==> src/sv/qrs_sqrt.sv <==
// Pipelined floor square root, one root bit per stage.
module qrs_sqrt #(
  parameter int unsigned SW     = 33,
  parameter int unsigned SIDE_W = 8
) (
  input  logic              clk_i,
  input  logic              rst_ni,
  input  logic              en_i,
  input  logic              valid_i,
  input  logic [2*SW-1:0]   rad_i,
  input  logic [SIDE_W-1:0] side_i,
  output logic              valid_o,
  output logic [SW-1:0]     root_o,
  output logic [SIDE_W-1:0] side_o
);

  logic              vld_q  [SW];
  logic [SW+1:0]     rem_q  [SW];
  logic [SW-1:0]     root_q [SW];
  logic [2*SW-1:0]   rad_q  [SW];
  logic [SIDE_W-1:0] side_q [SW];

  for (genvar k = 0; k < SW; k++) begin : g_stage
    logic              vld_in;
    logic [SW+1:0]     rem_in;
    logic [SW-1:0]     root_in;
    logic [2*SW-1:0]   rad_in;
    logic [SIDE_W-1:0] side_in;
    logic [SW+3:0]     sh, trial;
    logic [SW+1:0]     rem_nx;
    logic              bit_nx;

    if (k == 0) begin : g_first
      assign vld_in  = valid_i;
      assign rem_in  = '0;
      assign root_in = '0;
      assign rad_in  = rad_i;
      assign side_in = side_i;
    end else begin : g_next
      assign vld_in  = vld_q[k-1];
      assign rem_in  = rem_q[k-1];
      assign root_in = root_q[k-1];
      assign rad_in  = rad_q[k-1];
      assign side_in = side_q[k-1];
    end

    always_comb begin
      sh    = {rem_in, rad_in[2*SW-1 -: 2]};
      trial = {2'b00, root_in, 2'b01};
      if (sh >= trial) begin
        rem_nx = (SW+2)'(sh - trial);
        bit_nx = 1'b1;
      end else begin
        rem_nx = sh[SW+1:0];
        bit_nx = 1'b0;
      end
    end

    always_ff @(posedge clk_i or negedge rst_ni) begin
      if (!rst_ni) begin
        vld_q[k] <= 1'b0;
      end else if (en_i) begin
        vld_q[k] <= vld_in;
      end
    end

    always_ff @(posedge clk_i) begin
      if (en_i) begin
        rem_q[k]  <= rem_nx;
        root_q[k] <= {root_in[SW-2:0], bit_nx};
        rad_q[k]  <= {rad_in[2*SW-3:0], 2'b00};
        side_q[k] <= side_in;
      end
    end
  end

  assign valid_o = vld_q[SW-1];
  assign root_o  = root_q[SW-1];
  assign side_o  = side_q[SW-1];

endmodule

==> config.mk <==
export PLATFORM = sky130hd
export DESIGN_NAME = qrs_sqrt
export DESIGN_NICKNAME = d
export VERILOG_FILES = /design/src/sv/qrs_sqrt.sv
export SDC_FILE = /design/constraint.sdc
export NUM_CORES = 2
export LEC_CHECK = 0
export BUFFER_PORTS_ARGS = -buffer_cell sky130_fd_sc_hd__buf_2
export CELL_PAD_IN_SITES_DETAIL_PLACEMENT = 0
export CELL_PAD_IN_SITES_GLOBAL_PLACEMENT = 2
export CORE_UTILIZATION = 50
export DETAILED_ROUTE_END_ITERATION = 8
export HOLD_SLACK_MARGIN = 0.05
export PLACE_DENSITY = 0.84
export SETUP_SLACK_MARGIN = 0.02
export SLEW_MARGIN = 20
export SYNTH_ARGS = -nofsm -noshare
export SYNTH_HDL_FRONTEND = slang
export SYNTH_MEMORY_MAX_BITS = 65536
export SYNTH_SLANG_ARGS = --single-unit
==> constraint.sdc <==
create_clock -name clk_i -period 6.1 [get_ports clk_i]
set_input_delay 1.22 -clock clk_i [delete_from_list [all_inputs] [get_ports clk_i]]
set_output_delay 1.22 -clock clk_i [all_outputs]
set_load 0.01 [all_outputs]
==> impl_metrics.json <==
{
  "dpl.hpwl_um": 196000,
  "setup_viol": 0,
  "ctsHoldBuffers": 0,
  "crit_slowest_cell": "a31oi_2",
  "pwr-share-seq_pct": 48.4,
  "ys.flop_type": "edfxtp_1",
  "ys_warn_count": 0,
  "cts_tree": "built",
  "cts_buffers": 318,
  "first_iter_violations": 5231,
  "setup_tns_ps": 0,
  "drv_slew": 0,
  "syn_area_mm2": 0.134,
  "crit_path_max_fanout": 17,
  "crit_required_ps": 6720,
  "io_buffers": 119,
  "viasPerCell": 5.47,
  "critPathArrivalTime_ps": 5210,
  "path_common_cell": "or4_1",
  "tightest_slew_ps": 1120,
  "cts-resized-gates": 0,
  "cpPeakStageDelay_ps": 720,
  "max_slew_margin_pct": 24.7,
  "numClockSinks": 2981,
  "ff2ff_setup_slack_ps": 1510,
  "finalCriticalPeriod_ps": 4590,
  "yosys.area_share.simple_pct": 9.33,
  "core_mm2": 0.266,
  "nFillCells": 21500,
  "dp_slack_ps": 1580,
  "worst_r2r_path_depth": 11,
  "gp_congestion": 0.867,
  "initial_utilization_pct": 50.4,
  "grt_max_degree": 173,
  "cp_cell_sequence": "or4_1 -> or3_1 -> or4_1 -> or4_1 -> nor3_1 -> nand2_1 -> a31oi_2 -> inv_2 -> nand4_2 -> nor2_1 -> xor2_1",
  "ys_types": 93,
  "syn_area_per_cell_um2": 13.4,
  "stdcell_count": 14100,
  "synth-async-reset-ratio_pct": 1.11,
  "p_switching_mw": 15.8,
  "ys_seq_area_share_pct": 66.7,
  "skew_ps": 39.0,
  "io_pins": 120,
  "wl_um": 273000,
  "power_leakage_nw": 56.6,
  "syn_nets": 10700,
  "crit_family": "simple AND/OR/NAND/NOR gates",
  "synth_top_family_by_area": "simple AND/OR/NAND/NOR gates",
  "post_drt_wl_per_cell_um": 19.4,
  "rows": 189,
  "power_density_mw_per_mm2": 379,
  "vdd_ir_drop_max_mv": 0.238,
  "nNetsFinal": 11000,
  "fmaxAchievable_mhz": 218,
  "die_h_um": 520,
  "r2r_end": "rem_q[0][445]",
  "synth_edf_count": 2948,
  "cts_buffer_depth": 4,
  "status": "finished, final reports clean",
  "syn_to_final_growth_pct": 11.6,
  "synth-seq-cells": 2981,
  "p_int_mw": 40.9,
  "synth_compound_area_share_pct": 9.00,
  "antenna_found_initial": 3,
  "drt_pass1_iterations": 6,
  "dp.cells": 13500,
  "vias": 77100,
  "cts_max_level": 5,
  "period_share_pct": 75.2,
  "maxCapViolCount": 0,
  "clkTransAtPathRegs_ps": 60,
  "synth_fa_ha_area_share_pct": 5.57,
  "drive_gt1_share_pct": 8.15,
  "startpoint_type": "flip-flop",
  "cp_num_buf_inv": 1,
  "grt_pass1_wl_um": 428000,
  "comb_power_share_pct": 18.5,
  "dieArea_mm2": 0.270,
  "die_x_um": 520,
  "swShare_pct": 27.8,
  "antenna_left": 0,
  "rsz0062_at_grt": "no",
  "crit_type": "flip-flop to flip-flop",
  "first_global_vias": 76100,
  "synth_xor_xnor_area_share_pct": 5.71,
  "hp-class": "input port to async pin",
  "root_buffer": "clkbuf_16",
  "endpoint_kind": "flip-flop",
  "clk_latency_ps": 910,
  "pwr-share-clk_pct": 33.1,
  "hold_viol_final": 0,
  "fin_util_pct": 56.2,
  "synthMuxAreaShare_pct": 0.943,
  "drc": 0,
  "netlist_instances": 9988,
  "post-cts-setup-buffers": 0,
  "timing.rr.start": "rem_q[0][405]",
  "overflow": 0,
  "hold_slack_ps": 393,
  "path_depth": 11,
  "setup_slack_ps": 1510,
  "grt_use_total_pct": 20.1
}
[synthesized netlist by cell type, drive strengths merged (79+ instances only)]
library cell	count	share of area, %
o21ai	517	1.9
nor2b	93	0.43
xor2	416	2.7
nor3	254	0.96
nand2	676	1.9
clkbuf	158	0.44
nand2b	112	0.52
nor2	568	1.6
inv	781	2.2
nor4	141	0.67
nand4	107	0.50
a21o	268	1.5
edfxtp	2948	66
xnor2	457	3.0
or3	102	0.48
o21a	113	0.63
mux2	98	0.82
o31ai	79	0.44
nand3	163	0.61
ha	596	5.6
a21oi	565	2.1
[sequential cells by signal, indices dropped and copies added (netlist names)]
signal and count:
root_q 561, g_stage.vld_in 32, side_q 264, valid_o 1, rad_q 1056, rem_q 1067
[per-layer routing]
metal | up-vias | routed length (um) | GRT usage (%) | share of wire [%]
met5 | - | 0 | 0 | 0
met4 | 0 | 6890 | 5.42 | 2.5
met3 | 386 | 9940 | 2.64 | 3.6
met2 | 1332 | 137000 | 35.2 | 50
met1 | 37600 | 119000 | 26.2 | 44
li1 | 37800 | - | - | -
[area by class of cell]
type                    instances  area (um^2)  share of cell area, %
well taps                    3533         4420                   2.96
clock buffers                 374         8250                   5.52
clock inverters               188         1890                   1.26
multi-input cells            6038        41100                   27.5
flip-flops and latches       2981        89400                   59.8
inverters                     781         2930                   1.96
repair buffers                206         1510                   1.01
diodes                          6         15.0                 0.0100
[cells by family after synthesis]
family                     Yosys count
and+or+nand+nor                   2521
AOI/OAI and AO/OA                 1933
xor gates and xnor gates           873
adders and majority gates          596
other                                1
buffers and inverters              969
muxes                              114
DFF                               2981
[per-stage QoR]
stage | power, mW | area (um^2)
2_1_floorplan | 34.7 | 134000
3_3_place_gp | 38.3 | 139000
3_5_place_dp | 38.4 | 139000
4_1_cts | 57.4 | 149000
5_1_grt | 59.5 | 149000
6_report | 56.7 | 149000
[power by group through the flow]
stage          Sequential, mW  Clock (mW)  Combinational, mW
2_1_floorplan            27.0           0               7.75
4_1_cts                  27.5        19.3               10.5
3_3_place_gp             27.9           0               10.4
3_5_place_dp             27.9           0               10.5
5_1_grt                  27.7        20.1               11.7
6_report                 27.5        18.7               10.5
[worst max-delay path by stage]
stage | to | start
6_report | rem_q[0][445] | rem_q[0][405]
5_1_grt | rem_q[0][445] | rem_q[0][405]
4_1_cts | rem_q[0][445] | rem_q[0][405]
3_5_place_dp | rem_q[0][451] | rem_q[0][405]
3_3_place_gp | rem_q[0][443] | rem_q[0][405]
2_1_floorplan | rem_q[0][1089] | rem_q[0][1056]
[placed cells by master (no fill, tap or decap), types with 113 or more instances in the layout]
| cell type | synthesis | layout |
|---|---|---|
| nand3_1 | 163 | 163 |
| a21oi_1 | 565 | 561 |
| ha_1 | 596 | 596 |
| a21o_1 | 268 | 268 |
| edfxtp_1 | 2948 | 2948 |
| o21ai_0 | 517 | 517 |
| nor4_1 | 140 | 139 |
| buf_2 | 10 | 118 |
| nor2_1 | 568 | 568 |
| o21a_1 | 113 | 113 |
| nand2_1 | 676 | 676 |
| xnor2_1 | 457 | 457 |
| xor2_1 | 416 | 416 |
| inv_1 | 778 | 778 |
| nor3_1 | 250 | 247 |
| clkbuf_16 | 0 | 321 |
Note: power is estimated with default switching activity, not from simulation.
