===== config.mk =====
export PLATFORM = sky130hd
export DESIGN_NAME = qrs_disc
export DESIGN_NICKNAME = d
export VERILOG_FILES = /design/src/sv/qrs_pkg.sv /design/src/sv/qrs_disc.sv
export SDC_FILE = /design/constraint.sdc
export NUM_CORES = 1
export LEC_CHECK = 0
export CORE_MARGIN = 5
export CORE_UTILIZATION = 50
export DETAILED_ROUTE_END_ITERATION = 10
export DONT_BUFFER_PORTS = 1
export PLACE_DENSITY_LB_ADDON = 0.05
export SLEW_MARGIN = 20
export SYNTH_ARGS = -nofsm -noshare
export SYNTH_HDL_FRONTEND = slang
export SYNTH_SLANG_ARGS = --single-unit

===== constraint.sdc =====
create_clock -name clk_i -period 5.65 [get_ports clk_i]
set_input_delay 1.13 -clock clk_i [delete_from_list [all_inputs] [get_ports clk_i]]
set_output_delay 1.13 -clock clk_i [all_outputs]
set_load 0.005 [all_outputs]

===== src/sv/qrs_pkg.sv =====
// Shared constants and types for the quadratic root solver.
package qrs_pkg;

  localparam int unsigned COEFF_BITS_DEF = 16;
  localparam int unsigned FRAC_BITS_DEF  = 16;

  typedef enum logic [1:0] {
    KIND_TWO_REAL = 2'd0,
    KIND_DOUBLE   = 2'd1,
    KIND_COMPLEX  = 2'd2,
    KIND_NOT_QUAD = 2'd3
  } root_kind_e;

endpackage


===== src/sv/qrs_disc.sv =====
// Discriminant stages: products, then b*b - 4ac with classification.
module qrs_disc import qrs_pkg::*; #(
  parameter int unsigned COEFF_BITS = COEFF_BITS_DEF,
  parameter int unsigned FRAC_BITS  = FRAC_BITS_DEF,
  localparam int unsigned DW  = 2 * COEFF_BITS + 1,
  localparam int unsigned NW  = COEFF_BITS + FRAC_BITS + 2,
  localparam int unsigned DVW = COEFF_BITS + 1
) (
  input  logic                         clk_i,
  input  logic                         rst_ni,
  input  logic                         en_i,
  input  logic                         valid_i,
  input  logic signed [COEFF_BITS-1:0] a_i,
  input  logic signed [COEFF_BITS-1:0] b_i,
  input  logic signed [COEFF_BITS-1:0] c_i,
  output logic                         valid_o,
  output logic [DW-1:0]                disc_o,
  output root_kind_e                   kind_o,
  output logic [NW-1:0]                nb_o,
  output logic [DVW-1:0]               den_mag_o,
  output logic                         den_neg_o
);

  logic [COEFF_BITS-1:0] a_mag, b_mag, c_mag;

  logic                    vld1_q;
  logic [2*COEFF_BITS-1:0] bb_q, ac_q;
  logic                    a_neg_q, c_neg_q, a_zero_q, c_zero_q;
  logic [COEFF_BITS-1:0]   a_mag_q;
  logic [COEFF_BITS-1:0]   b_q;

  logic [DW:0]      bb_x, ac4_x, d_x;
  logic             dneg;
  root_kind_e       kind_d;
  logic [NW-1:0]    b_ext;

  logic             vld2_q;
  logic [DW-1:0]    disc_q;
  root_kind_e       kind_q;
  logic [NW-1:0]    nb_q;
  logic [DVW-1:0]   den_mag_q;
  logic             den_neg_q;

  assign a_mag = a_i[COEFF_BITS-1] ? (~a_i + 1'b1) : a_i;
  assign b_mag = b_i[COEFF_BITS-1] ? (~b_i + 1'b1) : b_i;
  assign c_mag = c_i[COEFF_BITS-1] ? (~c_i + 1'b1) : c_i;

  always_ff @(posedge clk_i or negedge rst_ni) begin
    if (!rst_ni) begin
      vld1_q <= 1'b0;
    end else if (en_i) begin
      vld1_q <= valid_i;
    end
  end

  always_ff @(posedge clk_i) begin
    if (en_i) begin
      bb_q     <= b_mag * b_mag;
      ac_q     <= a_mag * c_mag;
      a_neg_q  <= a_i[COEFF_BITS-1];
      c_neg_q  <= c_i[COEFF_BITS-1];
      a_zero_q <= (a_mag == '0);
      c_zero_q <= (c_mag == '0);
      a_mag_q  <= a_mag;
      b_q      <= b_i;
    end
  end

  always_comb begin
    bb_x  = {2'b00, bb_q};
    ac4_x = {ac_q, 2'b00};
    dneg  = 1'b0;
    if (c_zero_q || (a_neg_q != c_neg_q)) begin
      d_x = bb_x + ac4_x;
    end else if (bb_x >= ac4_x) begin
      d_x = bb_x - ac4_x;
    end else begin
      d_x  = ac4_x - bb_x;
      dneg = 1'b1;
    end
    priority if (a_zero_q) kind_d = KIND_NOT_QUAD;
    else if (d_x == '0)    kind_d = KIND_DOUBLE;
    else if (dneg)         kind_d = KIND_COMPLEX;
    else                   kind_d = KIND_TWO_REAL;
    b_ext = {{(NW-COEFF_BITS){b_q[COEFF_BITS-1]}}, b_q};
  end

  always_ff @(posedge clk_i or negedge rst_ni) begin
    if (!rst_ni) begin
      vld2_q <= 1'b0;
    end else if (en_i) begin
      vld2_q <= vld1_q;
    end
  end

  always_ff @(posedge clk_i) begin
    if (en_i) begin
      disc_q    <= d_x[DW-1:0];
      kind_q    <= kind_d;
      nb_q      <= (~b_ext + 1'b1) << FRAC_BITS;
      den_mag_q <= {a_mag_q, 1'b0};
      den_neg_q <= a_neg_q;
    end
  end

  assign valid_o   = vld2_q;
  assign disc_o    = disc_q;
  assign kind_o    = kind_q;
  assign nb_o      = nb_q;
  assign den_mag_o = den_mag_q;
  assign den_neg_o = den_neg_q;

endmodule


==> results of run 1 <==
-- worst register-to-register path: stages, from the launching register on --
cell and delay (ps):
edfxtp_1 480, ha_1 230, inv_1 60, fa_1 410, o21bai_1 260, a2111oi_0 170
buf_4 180, o21ai_0 270, o211ai_1 270, buf_4 220, o311ai_0 750, nor4_1 100
nor2_1 160, nand3_1 100, xor2_1 180, or4_1 510, or4_1 520, nor4_2 210
buf_4 160, or2_1 90
-- kinds of logic after synthesis --
group,Yosys count,synth area share
mux,11,0.00454
fa+ha+maj,652,0.411
other cells,2,0.000284
buf+inv,658,0.0972
compound gates,446,0.111
xor+xnor,153,0.0507
simple gates,783,0.134
flops,169,0.192
-- flip-flops by register name (all words and copies together) (netlist names) --
register   cells
a_mag_q       16
a_neg_q        1
a_zero_q       1
ac_q          32
b_q           15
bb_q          31
c_neg_q        1
c_zero_q       1
den_mag_o     16
den_neg_o      1
disc_o        33
kind_o         2
nb_o          17
valid_o        1
vld1_q         1
-- metal layers --
| layer | vias up | GRT usage |
|---|---|---|
| met4 | 2 | 0.0657 |
| met3 | 87 | 0.0710 |
| li1 | 10100 | - |
| met1 | 10900 | 0.395 |
| met2 | 705 | 0.410 |
| met5 | - | 0 |
-- synthesized netlist by cell type, types with 4 or more instances --
| library cell | n | share of area |
|---|---|---|
| a31o_2 | 5 | 0.0017 |
| or2_2 | 8 | 0.0019 |
| nor2b_1 | 25 | 0.0059 |
| nor2_1 | 273 | 0.039 |
| a211oi_1 | 13 | 0.0037 |
| nand4b_1 | 4 | 0.0013 |
| nand3_1 | 25 | 0.0047 |
| mux2_2 | 4 | 0.0017 |
| clkbuf_1 | 69 | 0.0098 |
| xnor2_1 | 94 | 0.031 |
| inv_1 | 543 | 0.077 |
| a2111oi_0 | 8 | 0.0026 |
| nand4_1 | 15 | 0.0035 |
| fa_1 | 360 | 0.27 |
| and2_1 | 16 | 0.0038 |
| nor3_1 | 34 | 0.0064 |
| nand2_1 | 280 | 0.040 |
| o21ai_0 | 73 | 0.014 |
| clkinv_1 | 12 | 0.0017 |
| o31a_1 | 9 | 0.0030 |
| a21o_1 | 43 | 0.012 |
| xor2_1 | 59 | 0.020 |
| a211o_1 | 6 | 0.0020 |
| nand2b_1 | 23 | 0.0054 |
| nand3b_1 | 6 | 0.0017 |
| a21oi_1 | 136 | 0.026 |
| o211ai_1 | 13 | 0.0037 |
| a41oi_1 | 5 | 0.0017 |
| and3_1 | 10 | 0.0024 |
| buf_2 | 8 | 0.0015 |
| nor4_1 | 19 | 0.0045 |
| buf_4 | 22 | 0.0062 |
| o41ai_1 | 8 | 0.0026 |
| edfxtp_1 | 167 | 0.19 |
| ha_1 | 292 | 0.14 |
| or3_1 | 15 | 0.0035 |
| a31oi_1 | 22 | 0.0052 |
| o31ai_1 | 20 | 0.0057 |
| o21bai_1 | 25 | 0.0071 |
| o21a_1 | 15 | 0.0043 |
| o311ai_0 | 8 | 0.0026 |
| mux2i_1 | 6 | 0.0023 |
| or4_1 | 13 | 0.0037 |
-- through the flow --
stage,setup slack [ps],util,hold WS [ps],cell area [um2]
2_1_floorplan,-2570,-,400,27400
3_3_place_gp,-2840,0.589,401,30900
3_5_place_dp,-2890,0.589,405,30900
4_1_cts,-2140,0.616,284,32300
5_1_grt,-2510,0.631,288,33100
6_report,-2290,0.631,324,33100
-- layout make-up --
cell class              instances  area, um2
clock inverters                14        169
repair buffers                467       3830
flip-flops and latches        169       5060
fillers                      4433      19400
multi-input cells            2073      20600
well taps                     688        861
inverters                     555       2160
clock buffers                  18        429
-- worst max path at each step --
stage / start / end
after floorplan: a_i[6] / ac_q[30]$_DFFE_PP_
after global placement: c_i[4] / ac_q[30]$_DFFE_PP_
after detailed placement: c_i[4] / ac_q[31]$_DFFE_PP_
after CTS: c_i[4] / ac_q[30]$_DFFE_PP_
after global routing: c_i[4] / ac_q[30]$_DFFE_PP_
final: c_i[4] / ac_q[30]$_DFFE_PP_
-- repair_timing --
item | CTS | global route
resized for setup | 132 | 128
pin swaps | 71 | 63
endpoints found under the setup margin | 47 | 49
gates cloned | 0 | 0
buffers inserted | 30 | 26
==> out/qor.yml, run 1 <==
status: "complete, but fails checks"
violations: "negative setup slack"
hp-class: "in2async"
cp.required_ps: 5890
numCtsBuffers: 17
end_kind: "flip-flop"
areaGrowthSynthToFinish_pct: 25.1
critPathLaunchType: "input pin"
drv_slew: 0
syn_avg_cell_area_um2: 9.20
top_layer: "met5"
grt_pass1_wl_mm: 123
htree_num_levels: 4
coreArea_um2: 52400
finalWeightedCongestion: 1.02
fmax_mhz: 126
wl_met2_mm: 34.4
grt_antenna_before_repair: 1
setup_viol: 45
cts_tree: "built"
crit_top_cell: "fa_1"
cp.depth: 31
drt_first_pass_iters: 5
critPathSlowestCell: "fa_1"
finalCritPeriodShare: 1.41
timing.rr.end: "kind_o[0]$_SDFFCE_PP1P_"
vias_per_cell: 5.47
critical_path_class: "in2reg"
fin_crit_ps: 7940
clk_pin_slew_ps: 80
vias: 21800
die_area_um2: 57600
synth_warnings: 0
rsz0062_at_grt: "yes"
critPathMaxFanout: 3
rr_startpoint: "ac_q[0]$_DFFE_PP_"
max-slew-margin-rel: 0.420
synth_edf_count: 167
worstRegToRegCells: 19
antenna_left: 0
std_cell_rows: 84
antenna_cells: 0
drc_errors: 0
design.portCount: 140
finalWirelength_mm: 76.7
critPathMaxStageDelay_ps: 540
nets: 3987
synth-seq-area-share: 0.192
drive_gt1_frac: 0.242
fin_setup_tns_ps: -64700
synth.distinct_cells: 81
io_buffers: 0
drt_iter0_drc: 1803
clock_latency_ps: 490
grt_pass1_vias: 22600
ctsHoldBuffers: 0
cp_top_family: "adder cells"
cts_root_buf: "clkbuf_16"
synth_area_um2: 26400
wl_met1_mm: 34.2
ctsLongestPathBuffers: 2
rrSetupSlack_ps: 210
placedCellCount: 3901
async_reset_ff_frac: 0.0118
grt_max_degree: 170
final_cell_mix: "500 x inv_1, 407 x buf_4, 347 x fa_1"
synthFlopType: "edfxtp_1"
arrival_ps: 8190
fin_worst_skew_ps: 15.9
setup_ws_ps: -2290
fp.dieW_um: 240
dp_hpwl_mm: 63.6
final_common_cell: "inv_1"
overflow: 0
cap_violations: 0
wl_met3_mm: 6.50
synth_cells: 2874
grt_use_total: 0.272
die_y_um: 240
path_buf_inv: 4
ys_ff_latch: 169
max_slew.worst_pin.slew_ps: 860
initial_core_util: 0.504
clock-sinks: 169
wl_per_cell_um: 19.3
instances_no_fill: 3984
hold_viol: 0
Power of run 1 is left out: the tool's default activity adds up to more than one toggle a clock period on the data nets, which glitch-free logic cannot reach.
==> inputs of run 2 (changes only) <==
CTS_BUF_LIST = sky130_fd_sc_hd__clkbuf_8   (was not set)
CTS_CLUSTER_DIAMETER = 200   (was not set)
==> out/qor.yml, run 2 (same netlist as run 1, synthesis figures left out) <==
die_area_um2: 57600  # unchanged
grt_pass1_vias: 22600  # about the same
setup_viol: 44  # was 45
critical_path_class: "in2reg"  # unchanged
setup_ws_ps: -2270  # was -2290 ps
placedCellCount: 3901  # unchanged
largest_reg_flops: 33  # unchanged
critPathMaxFanout: 4  # was 3
std_cell_rows: 84  # unchanged
numCtsBuffers: 17  # unchanged
initial_core_util: 0.504  # unchanged
vias_per_cell: 5.48  # was 5.47
finalCritPeriodShare: 1.40  # was 1.41
violations: "negative setup slack"  # unchanged
drt_iter0_drc: 1643  # was 1803
rsz0062_at_grt: "yes"  # unchanged
clock-sinks: 169  # unchanged
whs_ps: 239  # was 324 ps
rrSetupSlack_ps: 180  # was 210 ps
fin_crit_ps: 7920  # was 7940 ps
final_common_cell: "inv_1"  # unchanged
nets: 4003  # was 3987
timing.rr.end: "kind_o[0]$_SDFFCE_PP1P_"  # unchanged
max-slew-margin-rel: 0.387  # was 0.420
overflow: 0  # unchanged
crit_top_cell: "fa_1"  # unchanged
cap_violations: 0  # unchanged
final_cell_mix: "504 x inv_1, 429 x buf_4, 347 x fa_1"  # was 500 x inv_1, 407 x buf_4, 347 x fa_1
grt_antenna_before_repair: 1  # unchanged
worstRegToRegCells: 19  # unchanged
rr_startpoint: "ac_q[0]$_DFFE_PP_"  # unchanged
placed_area_um2: 30900  # unchanged
drt_first_pass_iters: 7  # was 5
critPathMaxStageDelay_ps: 510  # was 540 ps
status: "complete, but fails checks"  # unchanged
hold_viol: 0  # unchanged
cts_tree: "built"  # unchanged
arrival_ps: 8240  # was 8190 ps
die_y_um: 240  # unchanged
critPathLaunchType: "input pin"  # unchanged
end_kind: "flip-flop"  # unchanged
cp_top_family: "adder cells"  # unchanged
design.portCount: 140  # unchanged
final_area_um2: 33100  # about the same
vias: 21900  # was 21800
ctsHoldBuffers: 0  # unchanged
instances_no_fill: 4001  # was 3984
drc_errors: 0  # unchanged
fmax_mhz: 126  # about the same
hp-class: "in2async"  # unchanged
finalWirelength_mm: 77.4  # was 76.7 mm
path_buf_inv: 7  # was 4
htree_num_levels: 4  # unchanged
coreArea_um2: 52400  # unchanged
cp.required_ps: 5970  # was 5890 ps
finalWeightedCongestion: 1.02  # unchanged
grt_max_degree: 170  # unchanged
ctsLongestPathBuffers: 2  # unchanged
grt_pass1_wl_mm: 123  # about the same
fin_util: 0.631  # about the same
crit_start: "c_i[4]"  # unchanged
drive_gt1_frac: 0.247  # was 0.242
io_buffers: 0  # unchanged
clk_pin_slew_ps: 110  # was 80 ps
fin_worst_skew_ps: 28.7  # was 15.9 ps
wl_per_cell_um: 19.3  # about the same
cts_root_buf: "clkbuf_8"  # was clkbuf_16
dp_hpwl_mm: 63.6  # unchanged
areaGrowthSynthToFinish_pct: 25.1  # about the same
drv_slew: 0  # unchanged
clock_latency_ps: 570  # was 490 ps
critPathSlowestCell: "fa_1"  # unchanged
max_slew.worst_pin.slew_ps: 912  # was 860 ps
fp.dieW_um: 240  # unchanged
grt_use_total: 0.272  # about the same
antenna_left: 0  # unchanged
[run 2: cell count changes in the layout (fill, tap and decap cells not counted), sizes merged]
cell and change:
buf +16, clkbuf -1, diode +1, inv +1
[run 2: cell type report]
type | count | area (um2)
Antenna cell | 1 | 2.50
Clock buffer | 17 | 234
Clock inverter | 15 | 173
Fill cell | 4464 | 19400
Inverter | 555 | 2160
Multi-Input combinational cell | 2073 | 20600
Sequential cell | 169 | 5060
Tap cell | 688 | 861
Timing Repair Buffer | 483 | 3940
[run 2: worst register-to-register path, delay by kind of cell (launching register included)]
family | cells | cell delay, ps
AO/OA/AOI/OAI | 5 | 1760
AND/OR/NAND/NOR | 7 | 1690
adder cells (fa/ha/maj) | 2 | 630
buffers and inverters | 4 | 600
flip-flops | 1 | 490
XOR/XNOR | 1 | 180
[run 2: through the flow]
step	setup WS [ps]	TNS, ps
floorplan	-2570	-79060
global placement	-2840	-94480
detailed placement	-2890	-97840
CTS	-2100	-59090
global route	-2460	-71740
finish	-2270	-63760
[run 2: worst max-delay path by stage]
stage | endpoint | cells past startpoint
after floorplan | ac_q[30]$_DFFE_PP_ | 29
after global placement | ac_q[30]$_DFFE_PP_ | 29
after detailed placement | ac_q[31]$_DFFE_PP_ | 29
after CTS | ac_q[30]$_DFFE_PP_ | 31
after global routing | ac_q[30]$_DFFE_PP_ | 34
final | ac_q[30]$_DFFE_PP_ | 34
[run 2: timing repair]
action                     CTS  global route
setup endpoints to repair   45            50
setup buffers               39            36
pin swaps                   61            93
resized for setup          145           123
[run 2: routing by layer]
metal | GRT usage | share of wire
met1 | 0.396 | 0.45
met2 | 0.413 | 0.45
met3 | 0.0677 | 0.081
met4 | 0.0657 | 0.020
met5 | 0 | 0
Power of run 2 is left out for the same reason.
